--- config.mk ---
export PLATFORM = sky130hd
export DESIGN_NAME = modbus_rtu_frame_receiver_core
export DESIGN_NICKNAME = d
export VERILOG_FILES = /design/src/rtl/mbrx_pkg.sv /design/src/rtl/modbus_rtu_frame_receiver_core.sv
export SDC_FILE = /design/constraint.sdc
export NUM_CORES = 1
export LEC_CHECK = 0
export BUFFER_PORTS_ARGS = -buffer_cell sky130_fd_sc_hd__clkbuf_2
export CAP_MARGIN = 20
export CORE_ASPECT_RATIO = 0.5
export CORE_MARGIN = 4
export CORE_UTILIZATION = 61
export DETAILED_ROUTE_END_ITERATION = 7
export PLACE_DENSITY = 0.89
export SLEW_MARGIN = 15
export SYNTH_ARGS = -nofsm -noshare
export SYNTH_HDL_FRONTEND = slang
export SYNTH_SLANG_ARGS = --single-unit
--- constraint.sdc ---
create_clock -name clk -period 5.8 [get_ports clk]
set_clock_uncertainty 0.1 [all_clocks]
set_input_delay 1.45 -clock clk [delete_from_list [all_inputs] [get_ports clk]]
set_output_delay 1.45 -clock clk [all_outputs]
set_load 0.05 [all_outputs]
--- src/rtl/mbrx_pkg.sv ---
// ----------------------------------------------------------------------------
// mbrx_pkg: shared definitions of the Modbus RTU frame receiver
// Function codes, frame length constants, register indexes, the result
// word type and the byte-wide Modbus CRC-16 update.
// ----------------------------------------------------------------------------
package mbrx_pkg;

  localparam int BYTE_W      = 8;
  localparam int SLOT_W      = 4;
  localparam int INDEX_W     = 8;
  localparam int HOLD_W      = 14;
  localparam int EXP_LEN_W   = 18;
  localparam int CFG_INDEX_W = 1;
  localparam int CFG_DATA_W  = 14;

  // Modbus function codes that the receiver accepts.
  localparam logic [BYTE_W-1:0] FUNC_READ_HOLDING = 8'h03;
  localparam logic [BYTE_W-1:0] FUNC_WRITE_SINGLE = 8'h06;
  localparam logic [BYTE_W-1:0] FUNC_WRITE_MULTI  = 8'h10;

  // Fixed frame length of 0x03 and 0x06, base length of 0x10.
  localparam logic [EXP_LEN_W-1:0] FIXED_FRAME_LEN  = 18'd8;
  localparam logic [EXP_LEN_W-1:0] MULTI_FRAME_BASE = 18'd9;

  // Frame byte positions of the register count in a 0x10 frame.
  localparam int COUNT_HIGH_POS = 4;
  localparam int COUNT_LOW_POS  = 5;

  localparam logic [15:0] CRC_INIT = 16'hFFFF;
  localparam logic [15:0] CRC_POLY = 16'hA001;

  // Configuration register indexes and reset values.
  localparam logic [CFG_INDEX_W-1:0] REG_DEVICE_ADDRESS = 1'd0;
  localparam logic [CFG_INDEX_W-1:0] REG_HOLD_LIMIT     = 1'd1;
  localparam logic [BYTE_W-1:0]      DEVICE_ADDRESS_RST = 8'h01;
  localparam logic [HOLD_W-1:0]      HOLD_LIMIT_RST     = 14'd10000;

  // One result word.
  typedef struct packed {
    logic              store_valid;
    logic [SLOT_W-1:0] store_slot;
    logic [INDEX_W-1:0] store_index;
    logic [BYTE_W-1:0] store_data;
    logic              frame_end;
    logic              frame_ok;
    logic [SLOT_W-1:0] ready_slot;
    logic              length_error;
    logic              modem_hold;
  } result_t;

  // Reflected Modbus CRC-16, one byte per call.
  function automatic logic [15:0] crc_feed(input logic [15:0] crc_in,
                                           input logic [BYTE_W-1:0] data);
    logic [15:0] crc;
    crc = crc_in ^ {8'h00, data};
    for (int k = 0; k < 8; k++) begin
      if (crc[0]) begin
        crc = (crc >> 1) ^ CRC_POLY;
      end else begin
        crc = crc >> 1;
      end
    end
    return crc;
  endfunction

endpackage

--- src/rtl/modbus_rtu_frame_receiver_core.sv ---
// ----------------------------------------------------------------------------
// modbus_rtu_frame_receiver_core: Modbus RTU frame receiver with CRC-16 check
// Timing: the result word is registered, valid the cycle after its byte.
// Throughput: one byte word per cycle while results are taken, set by the
// single registered pass of the CRC update, length compare and slot logic.
// Reset: synchronous; hunting for the address, CRC 0xFFFF, slots 0, no hold,
// device address 1 and hold limit 10000.
// ----------------------------------------------------------------------------
module modbus_rtu_frame_receiver_core #(
  parameter int SLOT_COUNT  = 10,
  parameter int FRAME_BYTES = 256
) (
  input  logic                                 clk,
  input  logic                                 rst,
  // Received byte words.
  input  logic                                 in_valid,
  output logic                                 in_ready,
  input  logic [mbrx_pkg::BYTE_W-1:0]          rx_byte,
  // Result words, one for every received byte.
  output logic                                 out_valid,
  input  logic                                 out_ready,
  output logic                                 store_valid,
  output logic [mbrx_pkg::SLOT_W-1:0]          store_slot,
  output logic [mbrx_pkg::INDEX_W-1:0]         store_index,
  output logic [mbrx_pkg::BYTE_W-1:0]          store_data,
  output logic                                 frame_end,
  output logic                                 frame_ok,
  output logic [mbrx_pkg::SLOT_W-1:0]          ready_slot,
  output logic                                 length_error,
  output logic                                 modem_hold,
  // Configuration writes.
  input  logic                                 cfg_valid,
  output logic                                 cfg_ready,
  input  logic [mbrx_pkg::CFG_INDEX_W-1:0]     cfg_index,
  input  logic [mbrx_pkg::CFG_DATA_W-1:0]      cfg_data
);

  import mbrx_pkg::*;

  // The byte position never holds FRAME_BYTES itself: reaching the expected
  // length (at most FRAME_BYTES) sends the receiver back to hunting.
  localparam int POS_W = (FRAME_BYTES > 2) ? $clog2(FRAME_BYTES) : 1;
  localparam logic [EXP_LEN_W-1:0] FRAME_LIMIT = EXP_LEN_W'(FRAME_BYTES);
  localparam logic [SLOT_W-1:0]    SLOT_LAST   = SLOT_W'(SLOT_COUNT - 1);

  // Configuration registers.
  logic [BYTE_W-1:0] device_address;
  logic [HOLD_W-1:0] hold_limit;

  // Receiver state.
  logic [POS_W-1:0]     byte_position, byte_position_next;
  logic [EXP_LEN_W-1:0] expected_length, expected_length_next;
  logic                 is_multi_write, is_multi_write_next;
  logic [BYTE_W-1:0]    count_high_byte, count_high_byte_next;
  logic [15:0]          running_crc, running_crc_next;
  logic                 low_crc_match, low_crc_match_next;
  logic [SLOT_W-1:0]    write_slot, write_slot_next;
  logic [SLOT_W-1:0]    last_good_slot, last_good_slot_next;
  logic                 hold_active, hold_active_next;
  logic [HOLD_W-1:0]    hold_count, hold_count_next;

  // Output register.
  result_t result, result_next;
  logic    in_fire;

  // The output register frees up in the same cycle that its word is taken,
  // so bytes stream through at one word per cycle while out_ready stays high.
  assign in_ready  = !out_valid || out_ready;
  assign in_fire   = in_valid && in_ready;
  assign cfg_ready = 1'b1;

  // --------------------------------------------------------------------------
  // Frame parsing for one byte. Position 0 hunts for the device address,
  // position 1 takes the function code, and later positions feed the CRC
  // until the two trailing CRC bytes, which are compared low byte first.
  // --------------------------------------------------------------------------
  always_comb begin
    logic [EXP_LEN_W-1:0] idx;
    logic [EXP_LEN_W-1:0] pos_plus1;
    logic [EXP_LEN_W-1:0] exp_len;
    logic                 good;
    logic                 len_err;
    logic                 f_end;
    logic                 f_ok;
    logic                 hunt;
    logic [HOLD_W-1:0]    cnt_inc;

    idx       = EXP_LEN_W'(byte_position);
    pos_plus1 = idx + 18'd1;
    good      = 1'b0;
    len_err   = 1'b0;
    f_end     = 1'b0;
    f_ok      = 1'b0;
    hunt      = 1'b0;
    exp_len   = expected_length;
    cnt_inc   = hold_count + 14'd1;

    byte_position_next   = byte_position;
    expected_length_next = expected_length;
    is_multi_write_next  = is_multi_write;
    count_high_byte_next = count_high_byte;
    running_crc_next     = running_crc;
    low_crc_match_next   = low_crc_match;
    write_slot_next      = write_slot;
    last_good_slot_next  = last_good_slot;
    hold_active_next     = hold_active;
    hold_count_next      = hold_count;

    result_next              = '0;
    result_next.store_slot   = write_slot;

    if (byte_position == '0) begin
      if (rx_byte == device_address) begin
        result_next.store_valid = 1'b1;
        result_next.store_data  = rx_byte;
        running_crc_next        = crc_feed(CRC_INIT, rx_byte);
        byte_position_next      = POS_W'(1);
        expected_length_next    = '0;
        is_multi_write_next     = 1'b0;
      end
    end else if (byte_position == POS_W'(1)) begin
      if (rx_byte == FUNC_READ_HOLDING || rx_byte == FUNC_WRITE_SINGLE ||
          rx_byte == FUNC_WRITE_MULTI) begin
        result_next.store_valid = 1'b1;
        result_next.store_index = INDEX_W'(1);
        result_next.store_data  = rx_byte;
        running_crc_next        = crc_feed(running_crc, rx_byte);
        byte_position_next      = POS_W'(2);
        is_multi_write_next     = (rx_byte == FUNC_WRITE_MULTI);
        expected_length_next    = (rx_byte == FUNC_WRITE_MULTI) ? '0 : FIXED_FRAME_LEN;
        // A single register write never holds off the modem.
        if (rx_byte != FUNC_WRITE_SINGLE) begin
          hold_active_next = 1'b1;
        end
      end else begin
        hunt = 1'b1;
      end
    end else begin
      result_next.store_valid = 1'b1;
      result_next.store_index = INDEX_W'(byte_position);
      result_next.store_data  = rx_byte;

      if (expected_length == '0 || idx + 18'd2 < expected_length) begin
        running_crc_next = crc_feed(running_crc, rx_byte);
      end else if (idx + 18'd2 == expected_length) begin
        low_crc_match_next = (rx_byte == running_crc[7:0]);
      end else begin
        good = low_crc_match && (rx_byte == running_crc[15:8]);
      end

      // The register count of a 0x10 frame fixes its length.
      if (is_multi_write) begin
        if (idx == EXP_LEN_W'(COUNT_HIGH_POS)) begin
          count_high_byte_next = rx_byte;
        end
        if (idx == EXP_LEN_W'(COUNT_LOW_POS)) begin
          exp_len = MULTI_FRAME_BASE + {1'b0, count_high_byte, rx_byte, 1'b0};
          expected_length_next = exp_len;
          len_err = (exp_len > FRAME_LIMIT);
        end
      end

      if (len_err) begin
        hunt = 1'b1;
      end else begin
        byte_position_next = POS_W'(pos_plus1);
        if (exp_len != '0 && pos_plus1 >= exp_len) begin
          f_end = 1'b1;
          hunt  = 1'b1;
          if (good) begin
            f_ok                = 1'b1;
            last_good_slot_next = write_slot;
            write_slot_next     = (write_slot >= SLOT_LAST) ? '0 : write_slot + 4'd1;
          end
        end
      end
    end

    if (hunt) begin
      byte_position_next   = '0;
      expected_length_next = '0;
      is_multi_write_next  = 1'b0;
      count_high_byte_next = '0;
      running_crc_next     = CRC_INIT;
      low_crc_match_next   = 1'b0;
    end

    // The hold counts every byte event, including the one that raised it.
    if (hold_active_next) begin
      hold_count_next = cnt_inc;
      if (cnt_inc >= hold_limit) begin
        hold_active_next = 1'b0;
        hold_count_next  = '0;
      end
    end

    result_next.frame_end    = f_end;
    result_next.frame_ok     = f_ok;
    result_next.length_error = len_err;
    result_next.ready_slot   = last_good_slot_next;
    result_next.modem_hold   = hold_active_next;
  end

  always_ff @(posedge clk) begin
    if (rst) begin
      device_address  <= DEVICE_ADDRESS_RST;
      hold_limit      <= HOLD_LIMIT_RST;
      byte_position   <= '0;
      expected_length <= '0;
      is_multi_write  <= 1'b0;
      count_high_byte <= '0;
      running_crc     <= CRC_INIT;
      low_crc_match   <= 1'b0;
      write_slot      <= '0;
      last_good_slot  <= '0;
      hold_active     <= 1'b0;
      hold_count      <= '0;
      out_valid       <= 1'b0;
    end else begin
      if (cfg_valid && cfg_ready) begin
        unique case (cfg_index)
          REG_DEVICE_ADDRESS: device_address <= cfg_data[BYTE_W-1:0];
          REG_HOLD_LIMIT:     hold_limit     <= cfg_data[HOLD_W-1:0];
          default:            ;
        endcase
      end
      if (in_fire) begin
        byte_position   <= byte_position_next;
        expected_length <= expected_length_next;
        is_multi_write  <= is_multi_write_next;
        count_high_byte <= count_high_byte_next;
        running_crc     <= running_crc_next;
        low_crc_match   <= low_crc_match_next;
        write_slot      <= write_slot_next;
        last_good_slot  <= last_good_slot_next;
        hold_active     <= hold_active_next;
        hold_count      <= hold_count_next;
        out_valid       <= 1'b1;
      end else if (out_ready) begin
        out_valid <= 1'b0;
      end
    end
  end

  // The result payload needs no reset; it is only read while out_valid is set.
  always_ff @(posedge clk) begin
    if (in_fire) begin
      result <= result_next;
    end
  end

  assign store_valid  = result.store_valid;
  assign store_slot   = result.store_slot;
  assign store_index  = result.store_index;
  assign store_data   = result.store_data;
  assign frame_end    = result.frame_end;
  assign frame_ok     = result.frame_ok;
  assign ready_slot   = result.ready_slot;
  assign length_error = result.length_error;
  assign modem_hold   = result.modem_hold;

  // A good frame is always a completed frame, and it names the slot it was
  // stored in.
  a_ok_is_end: assert property (@(posedge clk) disable iff (rst)
    out_valid && frame_ok |-> frame_end && store_valid && ready_slot == store_slot)
    else $error("frame_ok without a matching frame end");

  // A dropped oversize frame never also completes.
  a_len_err_no_end: assert property (@(posedge clk) disable iff (rst)
    out_valid && length_error |-> !frame_end && store_valid)
    else $error("length_error together with frame_end");

  // Bytes that are not stored report index and data as zero.
  a_idle_fields: assert property (@(posedge clk) disable iff (rst)
    out_valid && !store_valid |-> store_index == '0 && store_data == '0 && !frame_end)
    else $error("unstored byte carries payload");

  // The slot ring stays inside the configured number of slots.
  a_slot_range: assert property (@(posedge clk) disable iff (rst)
    write_slot <= SLOT_LAST && last_good_slot <= SLOT_LAST)
    else $error("slot pointer out of range");

  // Hunting always starts from a fresh CRC.
  a_hunt_crc: assert property (@(posedge clk) disable iff (rst)
    byte_position == '0 |-> running_crc == CRC_INIT && expected_length == '0)
    else $error("hunting state not cleared");

endmodule

== Word-level counts from Yosys, hierarchy flattened ==
Index checks and enable logic that the tools add are counted.

* Memories kept: 0
* Output and inout port bits: 32
* Latch bits: 0
* Memory bits (read-only): 0
* Register bits: 127
* Memory bits (writable): 0

* Divide/modulo/power cells: 0
* Muxes and demuxes: 153
* Order comparisons: 5
* Shift operators: 0
* Equality and inequality tests: 17
* Add/subtract/negate cells: 5
* Bitwise logic cells: 30
* Reduce and logical (&&, ||, !) cells: 31
* $mul: 0

{| class="wikitable"
|+ Operators with widths
! kind !! count
|-
| $mux W16 || 86
|-
| $mux W18 || 9
|-
| $mux W8 || 13
|-
| $not A2 Y3 || 23
|-
| $mux W1 || 36
|-
| $mux W4 || 7
|-
| $eq A8 B3 Y1 const B || 3
|-
| $eq A8 B8 Y1 || 3
|-
| $add A4 B17 Y18 const A || 1
|-
| $eq A9 B18 Y1 || 1
|-
| $ge A9 B18 Y1 || 1
|-
| $gt A18 B9 Y1 const B || 1
|-
| $logic_not A18 Y1 || 1
|-
| $lt A18 B18 Y1 || 1
|-
| $reduce_bool A18 Y1 || 1
|-
| $not A8 Y16 || 1
|-
| $xor A16 B8 Y16 || 1
|-
| $add A14 B1 Y14 const B || 1
|-
| $ge A14 B14 Y1 || 1
|-
| $mux W14 || 1
|-
| $reduce_and A4 Y1 || 3
|-
| $reduce_and A5 Y1 || 2
|-
| $add A8 B1 Y9 const B || 1
|-
| $add A8 B2 Y9 const B || 1
|-
| 25 further kinds || 42
|}

== Longest topological paths before layout ==
* Word-level depth: 42
* Depth in mapped cells: 18

== Worst setup path after synthesis ==
OpenSTA, ideal clock, no wires.

* Path kind: input port to flip-flop
* Start: in rx_byte[2] in the netlist's numbering
* End: reg result (netlist bit ready_slot[1]), data pin
* Data required time: 5.440 ns
* Cell stages on the path: 12
* Setup slack: 1.328 ns
* Library setup time: 0.260 ns
* Arrival time: 4.112 ns
* Path through: clkbuf_1 > inv_1 > ha_1 > mux2i_1 > ha_1 > and4_1 > o21ai_0 > a41oi_1 > a311oi_1 > or3_4 > nor3_4 > mux2_2

* Word-level cells in the longest chain between the ends: 11
* Elaborated cells between the ends (all ways): 24

{| class="wikitable"
|+ RTL lines
! what !! line !! RTL
|-
| start: declaration || modbus_rtu_frame_receiver_core.sv:18 || <nowiki>input logic [mbrx_pkg::BYTE_W-1:0] rx_byte,</nowiki>
|-
| $add A4 B17 Y18 / $eq A8 B8 Y1 (equally long branches) || modbus_rtu_frame_receiver_core.sv:157, modbus_rtu_frame_receiver_core.sv:148 ||
|-
| $mux W18 / $logic_and A1 B1 Y1 (equally long branches) || - ||
|-
| $mux W18 / $mux W1 (equally long branches) || - ||
|-
| $mux W18 / $mux W1 (equally long branches) || modbus_rtu_frame_receiver_core.sv:121, modbus_rtu_frame_receiver_core.sv:143 ||
|-
| $mux W18 / $mux W1 (equally long branches) || modbus_rtu_frame_receiver_core.sv:112, modbus_rtu_frame_receiver_core.sv:121 ||
|-
| $ge A9 B18 Y1 (tied with other cells) || modbus_rtu_frame_receiver_core.sv:167 || <nowiki>if (exp_len != '0 && pos_plus1 >= exp_len) begin</nowiki>
|-
| $logic_and A1 B1 Y1 / $mux W4 (equally long branches) || modbus_rtu_frame_receiver_core.sv:167, modbus_rtu_frame_receiver_core.sv:170 ||
|-
| $mux W4 || modbus_rtu_frame_receiver_core.sv:167 ||
|-
| $mux W4 (*) || modbus_rtu_frame_receiver_core.sv:163 || <nowiki>if (len_err) begin</nowiki>
|-
| $mux W4 (*) || modbus_rtu_frame_receiver_core.sv:121 || <nowiki>end else if (byte_position == POS_W'(1)) begin</nowiki>
|-
| $mux W4 (*) || modbus_rtu_frame_receiver_core.sv:112 || <nowiki>if (byte_position == '0) begin</nowiki>
|-
| named net last_good_slot_next[1] || modbus_rtu_frame_receiver_core.sv:58 || <nowiki>logic [SLOT_W-1:0] last_good_slot, last_good_slot_next;</nowiki>
|-
| end signal: assignment || modbus_rtu_frame_receiver_core.sv:248 || <nowiki>result <= result_next;</nowiki>
|-
| end: declaration || modbus_rtu_frame_receiver_core.sv:63 || <nowiki>result_t result, result_next;</nowiki>
|}

Mark *: on every way through the listed nets, which the timed path passes. The rest lies on a longest branch. The select of a mux whose other input is x is not followed.
A chain may end at the register's enable or synchronous reset.

== Worst setup path after layout ==
* Start: reg byte_position[7]
* End: reg running_crc[10]

* Word-level cells in the longest chain between the ends: 13
* Elaborated cells between the ends (all ways): 29

{| class="wikitable"
|+ RTL lines
! what !! line !! RTL
|-
| start: declaration || modbus_rtu_frame_receiver_core.sv:51 || <nowiki>logic [POS_W-1:0] byte_position, byte_position_next;</nowiki>
|-
| start signal: assignment || modbus_rtu_frame_receiver_core.sv:228 || <nowiki>byte_position <= byte_position_next;</nowiki>
|-
| $eq A8 B3 Y1 || modbus_rtu_frame_receiver_core.sv:156 || <nowiki>if (idx == EXP_LEN_W'(COUNT_LOW_POS)) begin</nowiki>
|-
| $mux W18 (2 in a row) || - ||
|-
| $mux W18 || modbus_rtu_frame_receiver_core.sv:121 ||
|-
| $mux W18 || modbus_rtu_frame_receiver_core.sv:112 ||
|-
| $ge A9 B18 Y1 / $reduce_bool A18 Y1 (equally long branches) || modbus_rtu_frame_receiver_core.sv:167 ||
|-
| $logic_and A1 B1 Y1 || modbus_rtu_frame_receiver_core.sv:167 ||
|-
| $mux W1 || modbus_rtu_frame_receiver_core.sv:167 ||
|-
| $mux W1 || modbus_rtu_frame_receiver_core.sv:163 ||
|-
| $mux W1 || modbus_rtu_frame_receiver_core.sv:121 ||
|-
| $mux W1 || modbus_rtu_frame_receiver_core.sv:112 ||
|-
| $ne A4 B2 Y1 (no source line) (tied with other cells) || - ||
|-
| $reduce_and A4 Y1 (no source line) || - ||
|-
| end signal: assignment || modbus_rtu_frame_receiver_core.sv:232 || <nowiki>running_crc <= running_crc_next;</nowiki>
|-
| end: declaration || modbus_rtu_frame_receiver_core.sv:55 || <nowiki>logic [15:0] running_crc, running_crc_next;</nowiki>
|}

Parallel ways exist; a longest one is shown, timed or not. The select of a mux whose other input is x is not followed.

==> impl_metrics.py <==
metrics = {
    "status": {
        "status": "finished, final reports clean",
    },
    "sta": {
        "min_period_ps": 4870,
        "maxSlewViolCount": 0,
        "maxSlewHeadroom": 0.292,
        "setup_tns_ps": 0,
        "worstMarginPinSlew_ps": 1060,
        "setup_viol": 0,
        "hold_violations": 0,
        "grt_setup_unrepaired": "false",
        "fmax_ghz": 0.205,
        "finalCritPeriodShare": 0.840,
    },
    "pwr": {
        "peakVddDrop_v": 0.000208,
        "p_leak_nw": 3.41,
        "p_per_area_nw_per_um2": 276,
        "finalPower_mw": 2.30,
    },
    "synthesis": {
        "synth_top_family_by_area": "simple AND/OR/NAND/NOR gates",
        "synth_xor_area_frac": 0.0961,
        "netlist_area_um2": 7380,
        "synth_edf_count": 29,
        "ys_seq_area_frac": 0.384,
        "synthDistinctLibCells": 72,
        "synth_flop_cell": "dfxtp_1",
        "ys_warn_count": 0,
        "synthArstFlopShare": 0,
        "synth-adder-area-share": 0.0949,
        "avgSynthCellArea_um2": 8.99,
        "syn-num-nets": 905,
        "synth_mux_area_frac": 0.0169,
        "ys_ff_latch": 127,
        "synth-compound-area-share": 0.169,
        "synth_cells": 821,
        "synthSimpleGateAreaFrac": 0.185,
    },
    "worst_setup_path": {
        "crit_cells": 14,
        "regToRegSetupSlack_ps": 930,
        "cp_data_arrival_time_ps": 5070,
        "crit_path_end_kind": "flop",
        "ff2ff_path_depth": 14,
        "crit_chain": "or4_4 > or4b_1 > nor2_1 > a21oi_1 > ha_1 > and4_1 > o21ai_0 > a41oi_1 > a311oi_1 > o31ai_2 > o21ai_2 > buf_4 > a211oi_1 > a211o_1",
        "critPathLaunchType": "flop",
        "worstPathRequired_ps": 6000,
        "worstPathMaxFanout": 18,
        "crit_family": "compound AO/OA/AOI/OAI gates",
        "path_buf_inv": 1,
        "slowest_delay_ps": 790,
        "worstSetupPathType": "flop to flop",
        "reg2reg_from": "byte_position[7]$_SDFFE_PP0P_",
        "r2r_end": "running_crc[10]$_SDFFE_PP1P_",
        "crit_slowest_cell": "or4b_1",
    },
    "hold_path": {
        "holdPathStages": 2,
        "whs_endpoint": "hold_limit[6]$_SDFFE_PP0P_",
        "hp-class": "flop to flop",
        "hp-start": "hold_limit[6]$_SDFFE_PP0P_",
    },
    "floorplan": {
        "start_util": 0.625,
        "rows": 28,
        "core_um2": 11800,
        "die_area_um2": 14000,
        "die_y_um": 85.8,
        "die_w_um": 164,
        "num_io_pins": 60,
    },
    "clock_tree": {
        "h-tree-depth": 4,
        "worstSkewPairLatency_ps": 410,
        "cts_inserted_buffers": 17,
        "post_cts_buffers": 0,
        "path_clk_slew_ps": 60,
        "cts_tree": "built",
        "clockBufferDepth": 2,
        "hold_buffers": 0,
        "clockRootBuffer": "clkbuf_16",
        "cts.sink_count": 127,
        "cts-resized-gates": 0,
    },
    "job": {
        "cap_viol_max_count": 0,
    },
    "route": {
        "dr.pass1.iters": 7,
        "finalWirelength_um": 19100,
        "via_per_inst": 6.20,
        "vias": 6379,
        "avgRoutedWirePerCell_um": 18.6,
        "ant_nets": 0,
        "drt_first_iter_violations": 550,
        "drc": 0,
    },
    "final_layout": {
        "antennaDiodeCount": 0,
        "finalNetCount": 935,
        "fillCellCount": 822,
        "drive_above_1_share": 0.133,
        "layout_commonest_cell": "dfxtp_1",
        "area_growth_pct": 13.0,
        "layout_common_cells": "98 x dfxtp_1, 79 x nand2_1, 60 x nor2_1",
    },
    "global_route": {
        "overflow": 0,
        "grt_max_degree": 47,
        "grt.total_usage": 0.278,
        "grt_pass1_vias": 6250,
        "antenna_found_initial": 0,
        "grt_pass1_wl_um": 31200,
    },
    "placement": {
        "gp_congestion": 1.01,
        "port_buffers": 58,
        "dp_hpwl_um": 12800,
    },
}
## report_power, final
| part | total, mW | internal, mW | switching [mW] |
|---|---|---|---|
| clock | 1.16 | 0.766 | 0.398 |
| combinational | 0.208 | 0.0639 | 0.144 |
| sequential | 0.931 | 0.923 | 0.00804 |
| total | 2.30 | 1.75 | 0.549 |
## cell families (layout without fill, tap and decap cells)
logic type                 Yosys count  in the layout
xor gates and xnor gates            81             81
and+or+nand+nor                    271            271
DFF                                127            127
other                                1              1
buffers and inverters               99            142
AOI/OAI and AO/OA                  174            174
adders and majority gates           56             56
muxes                               12             12
## metrics by stage
| stage | utilization | setup slack, ps | hold WS, ps | instances | area [um2] |
|---|---|---|---|---|---|
| 6_report | 0.707 | 928 | 356 | 1029 | 8340 |
| 3_3_place_gp | 0.652 | 769 | 345 | 997 | 7700 |
| 2_1_floorplan | - | 1330 | 336 | 821 | 7380 |
| 3_5_place_dp | 0.652 | 667 | 351 | 997 | 7700 |
| 5_1_grt | 0.707 | 691 | 384 | 1029 | 8340 |
| 4_1_cts | 0.707 | 1010 | 359 | 1029 | 8340 |
## how the worst max path moves through the flow
| stage | from | endpoint |
|---|---|---|
| global route | byte_position[7]$_SDFFE_PP0P_ | running_crc[10]$_SDFFE_PP1P_ |
| CTS | byte_position[7]$_SDFFE_PP0P_ | running_crc[10]$_SDFFE_PP1P_ |
| finish | byte_position[7]$_SDFFE_PP0P_ | running_crc[10]$_SDFFE_PP1P_ |
| floorplan | rx_byte[2] | ready_slot[1]$_DFFE_PP_ |
| global placement | rx_byte[2] | running_crc[10]$_SDFFE_PP1P_ |
| detailed placement | rx_byte[2] | running_crc[10]$_SDFFE_PP1P_ |
## state kept, by name, indices dropped and copies added, names as in the netlist, 8 cells and up
name             flops
store_data           8
store_index          8
device_address       8
byte_position        8
hold_limit          14
count_high_byte      8
hold_count          14
running_crc         16
expected_length     18
## worst reg2reg max path, cell delays in order, from the launching register on
cell	delay (ps)
dfxtp_1	370
or4_4	600
or4b_1	790
nor2_1	220
a21oi_1	80
ha_1	350
and4_1	220
o21ai_0	90
a41oi_1	120
a311oi_1	400
o31ai_2	230
o21ai_2	600
buf_4	260
a211oi_1	50
a211o_1	280
## routing by layer
layer	track usage	part of all wire
met1	0.354	0.42
met2	0.460	0.47
met3	0.0639	0.077
met4	0.119	0.036
met5	0	0
## area by class of cell
class | instances | area (um2) | area share
inverter | 45 | 169 | 0.0202
tap | 165 | 206 | 0.0247
timing repair buffer | 65 | 343 | 0.0411
clock inverter | 10 | 155 | 0.0186
sequential | 127 | 2830 | 0.340
multi-input combinational | 595 | 4150 | 0.498
clock buffer | 22 | 485 | 0.0582
## cell usage after synthesis, types with 4 or more instances
library cell | number | area [um2]
a211o_1 | 6 | 52.6
edfxtp_1 | 29 | 871
nor4_1 | 8 | 50.1
clkbuf_1 | 42 | 158
and4_1 | 7 | 61.3
nand3_1 | 27 | 135
buf_2 | 5 | 25.0
dfxtp_1 | 98 | 1960
a211oi_1 | 19 | 143
a21o_1 | 6 | 45.0
xor2_1 | 31 | 272
and2_1 | 14 | 87.6
nand2_1 | 79 | 297
nor2b_1 | 13 | 81.3
ha_1 | 56 | 701
inv_1 | 44 | 165
o22a_1 | 5 | 43.8
nand4_1 | 13 | 81.3
xnor2_1 | 50 | 438
mux2i_1 | 8 | 80.1
a22o_1 | 14 | 123
nor3_1 | 10 | 50.1
a21oi_1 | 46 | 230
nand2b_1 | 7 | 43.8
a31oi_1 | 4 | 25.0
a32o_1 | 8 | 80.1
o211ai_1 | 8 | 60.1
nor2_1 | 60 | 225
o21ai_0 | 19 | 95.1
and3_1 | 14 | 87.6
(Power assumes the default switching activity.)
